$ cat config.mk
export PLATFORM = sky130hd
export DESIGN_NAME = one_wire_temperature_reader_top
export DESIGN_NICKNAME = d
export VERILOG_FILES = /design/src/otr_pkg.sv /design/src/one_wire_temperature_reader_top.sv /design/src/otr_queue.sv /design/src/otr_seq.sv
export SDC_FILE = /design/constraint.sdc
export NUM_CORES = 1
export LEC_CHECK = 0
export BUFFER_PORTS_ARGS = -buffer_cell sky130_fd_sc_hd__buf_4
export CAP_MARGIN = 10
export CORE_MARGIN = 4
export CORE_UTILIZATION = 55
export CTS_CLUSTER_SIZE = 10
export DETAILED_ROUTE_END_ITERATION = 10
export HOLD_SLACK_MARGIN = 0.03
export PLACE_DENSITY_LB_ADDON = 0.08
export SYNTH_ARGS = -nofsm -noshare
export SYNTH_HDL_FRONTEND = slang
export SYNTH_HIERARCHICAL = 1
export SYNTH_SLANG_ARGS = --single-unit
$ cat constraint.sdc
create_clock -name clk -period 3.7 [get_ports clk]
set_input_delay 0.185 -clock clk [delete_from_list [all_inputs] [get_ports clk]]
set_output_delay 0.185 -clock clk [all_outputs]
set_load 0.01 [all_outputs]
$ cat src/otr_pkg.sv
// Shared types and constants for the bus temperature reader.
`default_nettype none
package otr_pkg;

	// Bus lines and scratchpad length
	localparam int NumLines        = 8;
	localparam int ScratchpadBytes = 9;

	// Input queue depth between the front and the sequencer
	localparam int QueueDepth = 2;
	localparam int QueuePtrW  = (QueueDepth > 1) ? $clog2(QueueDepth) : 1;
	localparam int QueueCntW  = $clog2(QueueDepth + 1);

	// Bus commands and byte markers
	localparam logic [7:0] CmdSkip    = 8'hcc;
	localparam logic [7:0] CmdConvert = 8'h44;
	localparam logic [7:0] CmdReadPad = 8'hbe;
	localparam logic [7:0] AllOnes    = 8'hff;
	localparam logic [3:0] PollMark   = 4'd15;

	// Command stages held in the byte counter before the scratchpad read
	localparam logic [3:0] StageSkipConvert = 4'd0;
	localparam logic [3:0] StageConvert     = 4'd1;
	localparam logic [3:0] StageSkipRead    = 4'd2;
	localparam logic [3:0] StageReadPad     = 4'd3;

	// Configuration register indexes
	localparam logic [2:0] RegResetLow    = 3'd0;
	localparam logic [2:0] RegResetWait   = 3'd1;
	localparam logic [2:0] RegShortLow    = 3'd2;
	localparam logic [2:0] RegSampleDelay = 3'd3;
	localparam logic [2:0] RegSlot        = 3'd4;

	// Configuration reset values
	localparam logic [9:0] ResetLowDefault    = 10'd500;
	localparam logic [9:0] ResetWaitDefault   = 10'd500;
	localparam logic [3:0] ShortLowDefault    = 4'd1;
	localparam logic [3:0] SampleDelayDefault = 4'd2;
	localparam logic [7:0] SlotDefault        = 8'd60;

	// One tick's worth of input
	typedef struct packed {
		logic       start_req;
		logic [2:0] sensor;
		logic       line_level;
	} otr_item_t;

	// Queue status towards the sequencer
	typedef struct packed {
		logic      valid;
		otr_item_t item;
	} otr_head_t;

	// Configuration register set
	typedef struct packed {
		logic [9:0] reset_low;
		logic [9:0] reset_wait;
		logic [3:0] short_low;
		logic [3:0] sample_delay;
		logic [7:0] slot;
	} otr_cfg_t;

endpackage
`default_nettype wire

$ cat src/one_wire_temperature_reader_top.sv
// Top level of the single-bus temperature reader: queue, sequencer, config registers.
//
//   channel | handshake           | beat carries
//   --------+---------------------+--------------------------------------------------
//   in      | in_valid / in_stall | start_req, sensor, line_level (one 1 us tick)
//   out     | out_valid/out_stall | drive_low, line_select, busy_res, done_res,
//           |                     | temp_whole, temp_half (one per input beat)
//   cfg     | cfg_we              | cfg_index, cfg_wdata (timing registers)
//
// One input beat is taken per cycle while in_stall is low; it is held in the queue and
// its result is then loaded into the output register when the sequencer steps it, once per beat.
// A two-beat queue sits ahead of the sequencer, so the input stalls only once the
// output has been stalled long enough to fill it.
// Reset clears the queue, the sequencer (idle) and loads the default timing registers.
`default_nettype none
module one_wire_temperature_reader_top (
	input  wire logic       clk,
	input  wire logic       arst_n,
	input  wire logic       in_valid,
	output      logic       in_stall,
	input  wire logic       start_req,
	input  wire logic [2:0] sensor,
	input  wire logic       line_level,
	output      logic       out_valid,
	input  wire logic       out_stall,
	output      logic       drive_low,
	output      logic [2:0] line_select,
	output      logic       busy_res,
	output      logic       done_res,
	output      logic [6:0] temp_whole,
	output      logic [2:0] temp_half,
	input  wire logic       cfg_we,
	input  wire logic [2:0] cfg_index,
	input  wire logic [9:0] cfg_wdata
);

	otr_pkg::otr_item_t in_item;
	otr_pkg::otr_head_t head;
	otr_pkg::otr_cfg_t  cfg_q;
	logic               pop;

	assign in_item.start_req  = start_req;
	assign in_item.sensor     = sensor;
	assign in_item.line_level = line_level;

	always_ff @(posedge clk or negedge arst_n) begin
		if (!arst_n) begin
			cfg_q.reset_low    <= otr_pkg::ResetLowDefault;
			cfg_q.reset_wait   <= otr_pkg::ResetWaitDefault;
			cfg_q.short_low    <= otr_pkg::ShortLowDefault;
			cfg_q.sample_delay <= otr_pkg::SampleDelayDefault;
			cfg_q.slot         <= otr_pkg::SlotDefault;
		end else if (cfg_we) begin
			case (cfg_index)
				otr_pkg::RegResetLow:    cfg_q.reset_low    <= cfg_wdata;
				otr_pkg::RegResetWait:   cfg_q.reset_wait   <= cfg_wdata;
				otr_pkg::RegShortLow:    cfg_q.short_low    <= cfg_wdata[3:0];
				otr_pkg::RegSampleDelay: cfg_q.sample_delay <= cfg_wdata[3:0];
				otr_pkg::RegSlot:        cfg_q.slot         <= cfg_wdata[7:0];
				default:                 cfg_q              <= cfg_q;
			endcase
		end
	end

	otr_queue u_queue (
		.clk      (clk),
		.arst_n   (arst_n),
		.in_valid (in_valid),
		.in_stall (in_stall),
		.in_item  (in_item),
		.head     (head),
		.pop      (pop)
	);

	otr_seq u_seq (
		.clk         (clk),
		.arst_n      (arst_n),
		.cfg         (cfg_q),
		.head        (head),
		.pop         (pop),
		.out_valid   (out_valid),
		.out_stall   (out_stall),
		.drive_low   (drive_low),
		.line_select (line_select),
		.busy_res    (busy_res),
		.done_res    (done_res),
		.temp_whole  (temp_whole),
		.temp_half   (temp_half)
	);

	// An empty queue never holds off the input
	a_empty_no_stall: assert property (@(posedge clk) disable iff (!arst_n)
		!head.valid |-> !in_stall)
		else $error("input stalled with an empty queue");

	// Every stepped tick lands in the result register
	a_pop_fills_out: assert property (@(posedge clk) disable iff (!arst_n)
		pop |=> out_valid)
		else $error("stepped tick produced no result beat");

	// Temperature fields are zero off the done beat
	a_temp_only_on_done: assert property (@(posedge clk) disable iff (!arst_n)
		out_valid && !done_res |-> temp_whole == 7'd0 && temp_half == 3'd0)
		else $error("temperature fields set outside the done beat");

	// A done beat is never a busy beat and its half digit is five or zero
	a_done_shape: assert property (@(posedge clk) disable iff (!arst_n)
		out_valid && done_res |-> !busy_res && !drive_low
			&& (temp_half == 3'd0 || temp_half == 3'd5))
		else $error("malformed done beat");

endmodule
`default_nettype wire

$ cat src/otr_queue.sv
// Front end: accepts tick beats into a short queue ahead of the sequencer.
`default_nettype none
module otr_queue (
	input  wire logic              clk,
	input  wire logic              arst_n,
	input  wire logic              in_valid,
	output      logic              in_stall,
	input  wire otr_pkg::otr_item_t in_item,
	output      otr_pkg::otr_head_t head,
	input  wire logic              pop
);

	otr_pkg::otr_item_t                  slot_q [otr_pkg::QueueDepth];
	logic [otr_pkg::QueuePtrW-1:0]       wr_ptr_q;
	logic [otr_pkg::QueuePtrW-1:0]       rd_ptr_q;
	logic [otr_pkg::QueueCntW-1:0]       count_q;
	logic                                push;
	logic                                do_pop;

	assign in_stall = (count_q == otr_pkg::QueueCntW'(otr_pkg::QueueDepth));
	assign push     = in_valid && !in_stall;
	assign do_pop   = pop && (count_q != '0);

	assign head.valid = (count_q != '0);
	assign head.item  = slot_q[rd_ptr_q];

	function automatic logic [otr_pkg::QueuePtrW-1:0] next_ptr(
		input logic [otr_pkg::QueuePtrW-1:0] p);
		if (p == otr_pkg::QueuePtrW'(otr_pkg::QueueDepth - 1)) begin
			return '0;
		end
		return p + 1'b1;
	endfunction

	always_ff @(posedge clk) begin
		if (push) begin
			slot_q[wr_ptr_q] <= in_item;
		end
	end

	always_ff @(posedge clk or negedge arst_n) begin
		if (!arst_n) begin
			wr_ptr_q <= '0;
			rd_ptr_q <= '0;
			count_q  <= '0;
		end else begin
			if (push) begin
				wr_ptr_q <= next_ptr(wr_ptr_q);
			end
			if (do_pop) begin
				rd_ptr_q <= next_ptr(rd_ptr_q);
			end
			case ({push, do_pop})
				2'b10:   count_q <= count_q + 1'b1;
				2'b01:   count_q <= count_q - 1'b1;
				default: count_q <= count_q;
			endcase
		end
	end

endmodule
`default_nettype wire

$ cat src/otr_seq.sv
// Back end: bus sequencer stepped once per tick, with the result register.
`default_nettype none
module otr_seq (
	input  wire logic               clk,
	input  wire logic               arst_n,
	input  wire otr_pkg::otr_cfg_t  cfg,
	input  wire otr_pkg::otr_head_t head,
	output      logic               pop,
	output      logic               out_valid,
	input  wire logic               out_stall,
	output      logic               drive_low,
	output      logic [2:0]         line_select,
	output      logic               busy_res,
	output      logic               done_res,
	output      logic [6:0]         temp_whole,
	output      logic [2:0]         temp_half
);

	localparam logic [3:0] PhIdle    = 4'd0;
	localparam logic [3:0] PhRstLow  = 4'd1;
	localparam logic [3:0] PhRstWait = 4'd2;
	localparam logic [3:0] PhWrLow   = 4'd3;
	localparam logic [3:0] PhWrRec   = 4'd4;
	localparam logic [3:0] PhRdLow   = 4'd5;
	localparam logic [3:0] PhRdRel   = 4'd6;
	localparam logic [3:0] PhRdRec   = 4'd7;
	localparam logic [3:0] PhDone    = 4'd8;

	logic [3:0] phase_q,  phase_nx;
	logic [9:0] tick_q,   tick_nx;
	logic [2:0] bit_q,    bit_nx;
	logic [3:0] byte_q,   byte_nx;
	logic [7:0] shift_q,  shift_nx;
	logic [7:0] first_q,  first_nx;
	logic [2:0] held_q,   held_nx;
	logic       valid_q;

	logic       drive_c, busy_c, done_c;
	logic [6:0] whole_c;
	logic [2:0] half_c;
	logic [9:0] len_c;
	logic [3:0] byte_inc;

	// Span ends on the tick whose count plus one reaches the length; zero acts as one.
	function automatic logic span_over(input logic [9:0] tick, input logic [9:0] len);
		return ({1'b0, tick} + 11'd1) >= {1'b0, len};
	endfunction

	assign pop = head.valid && (!valid_q || !out_stall);

	always_comb begin
		phase_nx = phase_q;
		tick_nx  = tick_q;
		bit_nx   = bit_q;
		byte_nx  = byte_q;
		shift_nx = shift_q;
		first_nx = first_q;
		held_nx  = held_q;
		drive_c  = 1'b0;
		busy_c   = 1'b1;
		done_c   = 1'b0;
		whole_c  = '0;
		half_c   = '0;
		len_c    = '0;
		byte_inc = byte_q + 1'b1;

		case (phase_q)
			PhRstLow: begin
				drive_c = 1'b1;
				if (span_over(tick_q, cfg.reset_low)) begin
					tick_nx  = '0;
					phase_nx = PhRstWait;
				end else begin
					tick_nx = tick_q + 1'b1;
				end
			end
			PhRstWait: begin
				if (span_over(tick_q, cfg.reset_wait)) begin
					shift_nx = otr_pkg::CmdSkip;
					bit_nx   = '0;
					tick_nx  = '0;
					phase_nx = PhWrLow;
				end else begin
					tick_nx = tick_q + 1'b1;
				end
			end
			PhWrLow: begin
				drive_c = 1'b1;
				len_c   = shift_q[0] ? {6'd0, cfg.short_low} : {2'd0, cfg.slot};
				if (span_over(tick_q, len_c)) begin
					tick_nx  = '0;
					phase_nx = PhWrRec;
				end else begin
					tick_nx = tick_q + 1'b1;
				end
			end
			PhWrRec: begin
				len_c = shift_q[0] ? {2'd0, cfg.slot} : 10'd1;
				if (span_over(tick_q, len_c)) begin
					shift_nx = {1'b0, shift_q[7:1]};
					tick_nx  = '0;
					phase_nx = PhWrLow;
					if (bit_q == 3'd7) begin
						bit_nx = '0;
						// Command chain: skip, convert, poll / skip, read pad, read
						case (byte_q)
							otr_pkg::StageSkipConvert: begin
								byte_nx  = otr_pkg::StageConvert;
								shift_nx = otr_pkg::CmdConvert;
							end
							otr_pkg::StageConvert: begin
								byte_nx  = otr_pkg::PollMark;
								phase_nx = PhRdLow;
							end
							otr_pkg::StageSkipRead: begin
								byte_nx  = otr_pkg::StageReadPad;
								shift_nx = otr_pkg::CmdReadPad;
							end
							default: begin
								byte_nx  = 4'd0;
								phase_nx = PhRdLow;
							end
						endcase
					end else begin
						bit_nx = bit_q + 1'b1;
					end
				end else begin
					tick_nx = tick_q + 1'b1;
				end
			end
			PhRdLow: begin
				drive_c = 1'b1;
				if (span_over(tick_q, {6'd0, cfg.short_low})) begin
					tick_nx  = '0;
					phase_nx = PhRdRel;
				end else begin
					tick_nx = tick_q + 1'b1;
				end
			end
			PhRdRel: begin
				if (tick_q >= {6'd0, cfg.sample_delay}) begin
					shift_nx = {head.item.line_level, shift_q[7:1]};
					tick_nx  = '0;
					phase_nx = PhRdRec;
				end else begin
					tick_nx = tick_q + 1'b1;
				end
			end
			PhRdRec: begin
				if (span_over(tick_q, {2'd0, cfg.slot})) begin
					tick_nx  = '0;
					phase_nx = PhRdLow;
					if (bit_q == 3'd7) begin
						bit_nx = '0;
						if (byte_q == otr_pkg::PollMark) begin
							// Converter busy reads as all ones: keep polling
							if (shift_q != otr_pkg::AllOnes) begin
								byte_nx  = otr_pkg::StageSkipRead;
								phase_nx = PhRstLow;
							end
						end else begin
							if (byte_q == 4'd0) begin
								first_nx = shift_q;
							end
							byte_nx = byte_inc;
							if (byte_inc >= 4'(otr_pkg::ScratchpadBytes)) begin
								phase_nx = PhDone;
							end
						end
					end else begin
						bit_nx = bit_q + 1'b1;
					end
				end else begin
					tick_nx = tick_q + 1'b1;
				end
			end
			PhDone: begin
				busy_c   = 1'b0;
				done_c   = 1'b1;
				whole_c  = first_q[7:1];
				half_c   = first_q[0] ? 3'd5 : 3'd0;
				phase_nx = PhIdle;
				tick_nx  = '0;
			end
			default: begin
				busy_c = 1'b0;
				if (head.item.start_req) begin
					held_nx  = 3'(head.item.sensor % otr_pkg::NumLines);
					byte_nx  = '0;
					bit_nx   = '0;
					tick_nx  = '0;
					phase_nx = PhRstLow;
				end
			end
		endcase
	end

	always_ff @(posedge clk or negedge arst_n) begin
		if (!arst_n) begin
			phase_q <= PhIdle;
			tick_q  <= '0;
			bit_q   <= '0;
			byte_q  <= '0;
			shift_q <= '0;
			first_q <= '0;
			held_q  <= '0;
			valid_q <= 1'b0;
		end else begin
			if (pop) begin
				phase_q <= phase_nx;
				tick_q  <= tick_nx;
				bit_q   <= bit_nx;
				byte_q  <= byte_nx;
				shift_q <= shift_nx;
				first_q <= first_nx;
				held_q  <= held_nx;
				valid_q <= 1'b1;
			end else if (!out_stall) begin
				valid_q <= 1'b0;
			end
		end
	end

	// Result register: hold while stalled, load with the tick just stepped
	always_ff @(posedge clk) begin
		if (pop) begin
			drive_low   <= drive_c;
			line_select <= held_nx;
			busy_res    <= busy_c;
			done_res    <= done_c;
			temp_whole  <= whole_c;
			temp_half   <= half_c;
		end
	end

	assign out_valid = valid_q;

endmodule
`default_nettype wire

==> results.yml <==
critical_path:
  ff2ff_setup_slack_ps: 230
  crit_fanout: 15
  rr_worst_depth: 13
  r2r_end: "u_seq/phase_q[1]"
  cp.required_ps: 3990
  critPathCaptureType: "flop"
  critPathArrivalTime_ps: 3760
  setup.worst_path.start_class: "flop"
  crit_type: "reg -> reg"
  r2r-start: "u_seq/tick_q[3]"
synth:
  netlist_instances: 624
  yosysWarnings: 6
  synth_edf_count: 24
  ys_top_cells_by_count: "63 x dfrtp_1, 56 x nand2_1, 49 x ha_1, 47 x mux2_2, 39 x inv_1"
  ys_ff_latch: 105
  yosys-top-cells-area: "dfrtp_1 24%, edfxtp_1 11%, ha_1 9.3%"
  synth.cell_area_mm2: 0.00660
  ys_seq_area_share_pct: 42.0
  syn_nets: 696
  synth_top_flop_cell: "dfrtp_1"
  avgSynthCellArea_um2: 10.6
  synth.top_cell.area_share_pct: 23.9
  async_flop_share_pct: 77.1
  yosysTopAreaCell: "dfrtp_1"
  yosysMostFrequentCell: "dfrtp_1"
  ys_types: 79
cells_and_area:
  syn_to_final_growth_pct: 12.4
  insertedDiodeCount: 0
  fill_cells: 921
  ff_latch_area_mm2: 0.00277
  layout.cells.non_filler: 818
  drive_gt1_share_pct: 26.1
  final_nets: 742
  multi_input_area_mm2: 0.00352
timing:
  period_needed_ps: 3470
  max_freq_ghz: 0.288
  period_share_pct: 93.9
  whs_ps: -2.57
  rsz0062_at_grt: "no"
  tightest_slew_ps: 1030
  finalSetupViolCount: 0
  finalHoldViolations: 1
  clock_skew_ps: 13.8
  max_slew_margin_pct: 31.5
  slew_violations: 0
  fin_setup_tns_ps: 0
detailed_routing:
  drt_wl_total_um: 14300
  drtIter0Drc: 330
  viasPerCell: 5.91
  ant_nets: 0
  post_drt_wl_per_cell_um: 17.5
  vias: 4831
  dr.pass1.iters: 7
  drc_errors: 0
job:
  drv_cap: 0
global_routing:
  grt_use_total_pct: 21.4
  gr-total-overflow: 0
  antenna_found_initial: 0
  grt_max_degree: 82
  grt_pass1_vias: 4788
  grt_pass1_wl_um: 24000
die:
  core_mm2: 0.0116
  rows: 39
  die-area_mm2: 0.0138
  start_util_pct: 57.0
  die_w_um: 118
  io-pin-count: 41
  die_h_um: 118
clock_network:
  numCtsBuffers: 9
  path_clk_slew_ps: 80
  ctsLongestPathBuffers: 2
  postCtsSetupBuffers: 0
  cts_sinks: 105
  clk_latency_ps: 360
  h-tree-depth: 3
  cts-root-buf: "clkbuf_16"
  cts_tree: "yes"
pwr:
  vdd.ir_drop.worst_mv: 0.335
  power.density_mw_per_mm2: 703
  p_leak_nw: 3.29
placed_design:
  dp.cells: 797
  gp_congestion: 0.896
  portBuffers: 39
  dp_hpwl_um: 10600
status:
  status: "complete, but fails checks"
  violations: "negative hold slack"
min_path:
  hold_path.class: "in -> async"
[cell families after synthesis]
group / Yosys count / synth area share, %
AND/OR/NAND/NOR: 202 / 16.8
buffers and inverters: 69 / 4.95
flip-flops: 105 / 42.0
multiplexers: 72 / 13.2
AO/OA/AOI/OAI: 110 / 11.6
adder cells (fa/ha/maj): 49 / 9.30
other: 1 / 0.0569
XOR/XNOR: 16 / 2.12
[worst max path at each step]
stage,to,start,slack [ps],cells after the start
floorplan,u_seq/phase_q[2],u_seq/tick_q[0],430,12
global placement,u_seq/phase_q[2],u_seq/tick_q[1],150,13
detailed placement,u_seq/tick_q[9],u_seq/tick_q[1],140,13
CTS,u_seq/phase_q[2],u_seq/tick_q[1],120,13
global route,u_seq/phase_q[3],u_seq/tick_q[4],30,13
finish,u_seq/phase_q[1],u_seq/tick_q[3],230,13
[cell type report]
| cell class | count | area share (%) |
|---|---|---|
| clock buffers | 9 | 3.04 |
| clock inverters | 7 | 0.929 |
| inverters | 39 | 1.98 |
| multi-input cells | 450 | 47.5 |
| flip-flops and latches | 105 | 37.4 |
| well taps | 143 | 2.41 |
| repair buffers | 65 | 6.75 |
[per-layer routing]
metal / global-route usage, % / vias to the layer above / part of all wire (%)
met5: 0 / - / 0
met3: 4.37 / 28 / 3.6
met4: 7.77 / 0 / 2.2
li1: - / 2357 / -
met2: 35.6 / 100 / 48
met1: 27.9 / 2346 / 46
[where the power goes]
group | switching (mW) | internal, mW | leakage [nW] | total [mW]
Combinational | 1.34 | 1.08 | 1.93 | 2.42
Clock | 0.461 | 0.475 | 0.143 | 0.936
Sequential | 0.287 | 1.56 | 1.21 | 1.85
[sequential cells by signal, summed over array words and instances, names as in the netlist]
signal,cells
u_queue/slot_q,10
u_seq/drive_low,1
u_seq/byte_q,4
u_seq/shift_q,8
u_seq/busy_res,1
u_seq/tick_q,10
u_seq/temp_whole,7
u_seq/first_q,8
u_seq/line_select,3
u_seq/done_res,1
u_seq/temp_half,1
u_queue/count_q,2
u_queue/wr_ptr_q,1
u_seq/held_q,3
u_seq/phase_q,4
u_seq/bit_q,3
cfg_q,36
u_seq/out_valid,1
u_queue/rd_ptr_q,1
[critical path, stage by stage (launching register included)]
cell and delay [ps]:
dfrtp_1 350, and3_1 330, nand3_2 190, or2_2 340, xnor2_1 180, ha_1 360, nor2b_1 150, nand4_1 100
o211ai_1 160, nor4_1 90, a22oi_1 210, o21ai_2 230, or4_1 560, a32oi_1 150
[metrics by stage]
step | area (um^2) | total power, mW | util [%] | hold WS, ps | setup slack (ps)
2_1_floorplan | 6600 | 3.56 | - | -111 | 428
3_3_place_gp | 7050 | 4.18 | 60.9 | 371 | 155
3_5_place_dp | 7050 | 4.24 | 60.9 | 373 | 137
4_1_cts | 7390 | 5.21 | 63.9 | 46.7 | 115
5_1_grt | 7410 | 5.61 | 64.1 | 63.2 | 26.7
6_report | 7410 | 5.21 | 64.1 | -2.57 | 227
[what timing repair did]
item | CTS | global route
setup endpoints to repair | 0 | 22
hold buffers | 5 | 0
gates resized for setup | 0 | 3
endpoints found under the hold margin | 10 | 0
[layout by cell type (no fill, tap or decap), types with 5 or more instances in the layout]
cell type      netlist  routed
dfrtp_1             63      63
mux2i_1              6       6
o211ai_1             9       9
a31oi_1              6       6
edfxtp_1            24      24
nor4_1               6       6
nor2_1              26      26
nor2b_1              7       7
o21a_1               5       5
buf_4                7      60
dlygate4sd3_1        0       5
dfstp_2             18      18
or3_1                5       5
xnor2_1              9       9
nand2b_1            18      18
and3_1              15      15
nor3_1              14      14
inv_1               39      39
mux2_2              47      47
mux2_4              18      18
nand3_1             14      13
a21oi_1             15      15
nand2_1             56      56
nand4_1             11      11
clkbuf_16            0       9
xor2_1               7       7
o21ai_0             31      31
ha_1                49      49
(Power assumes the default switching activity.)
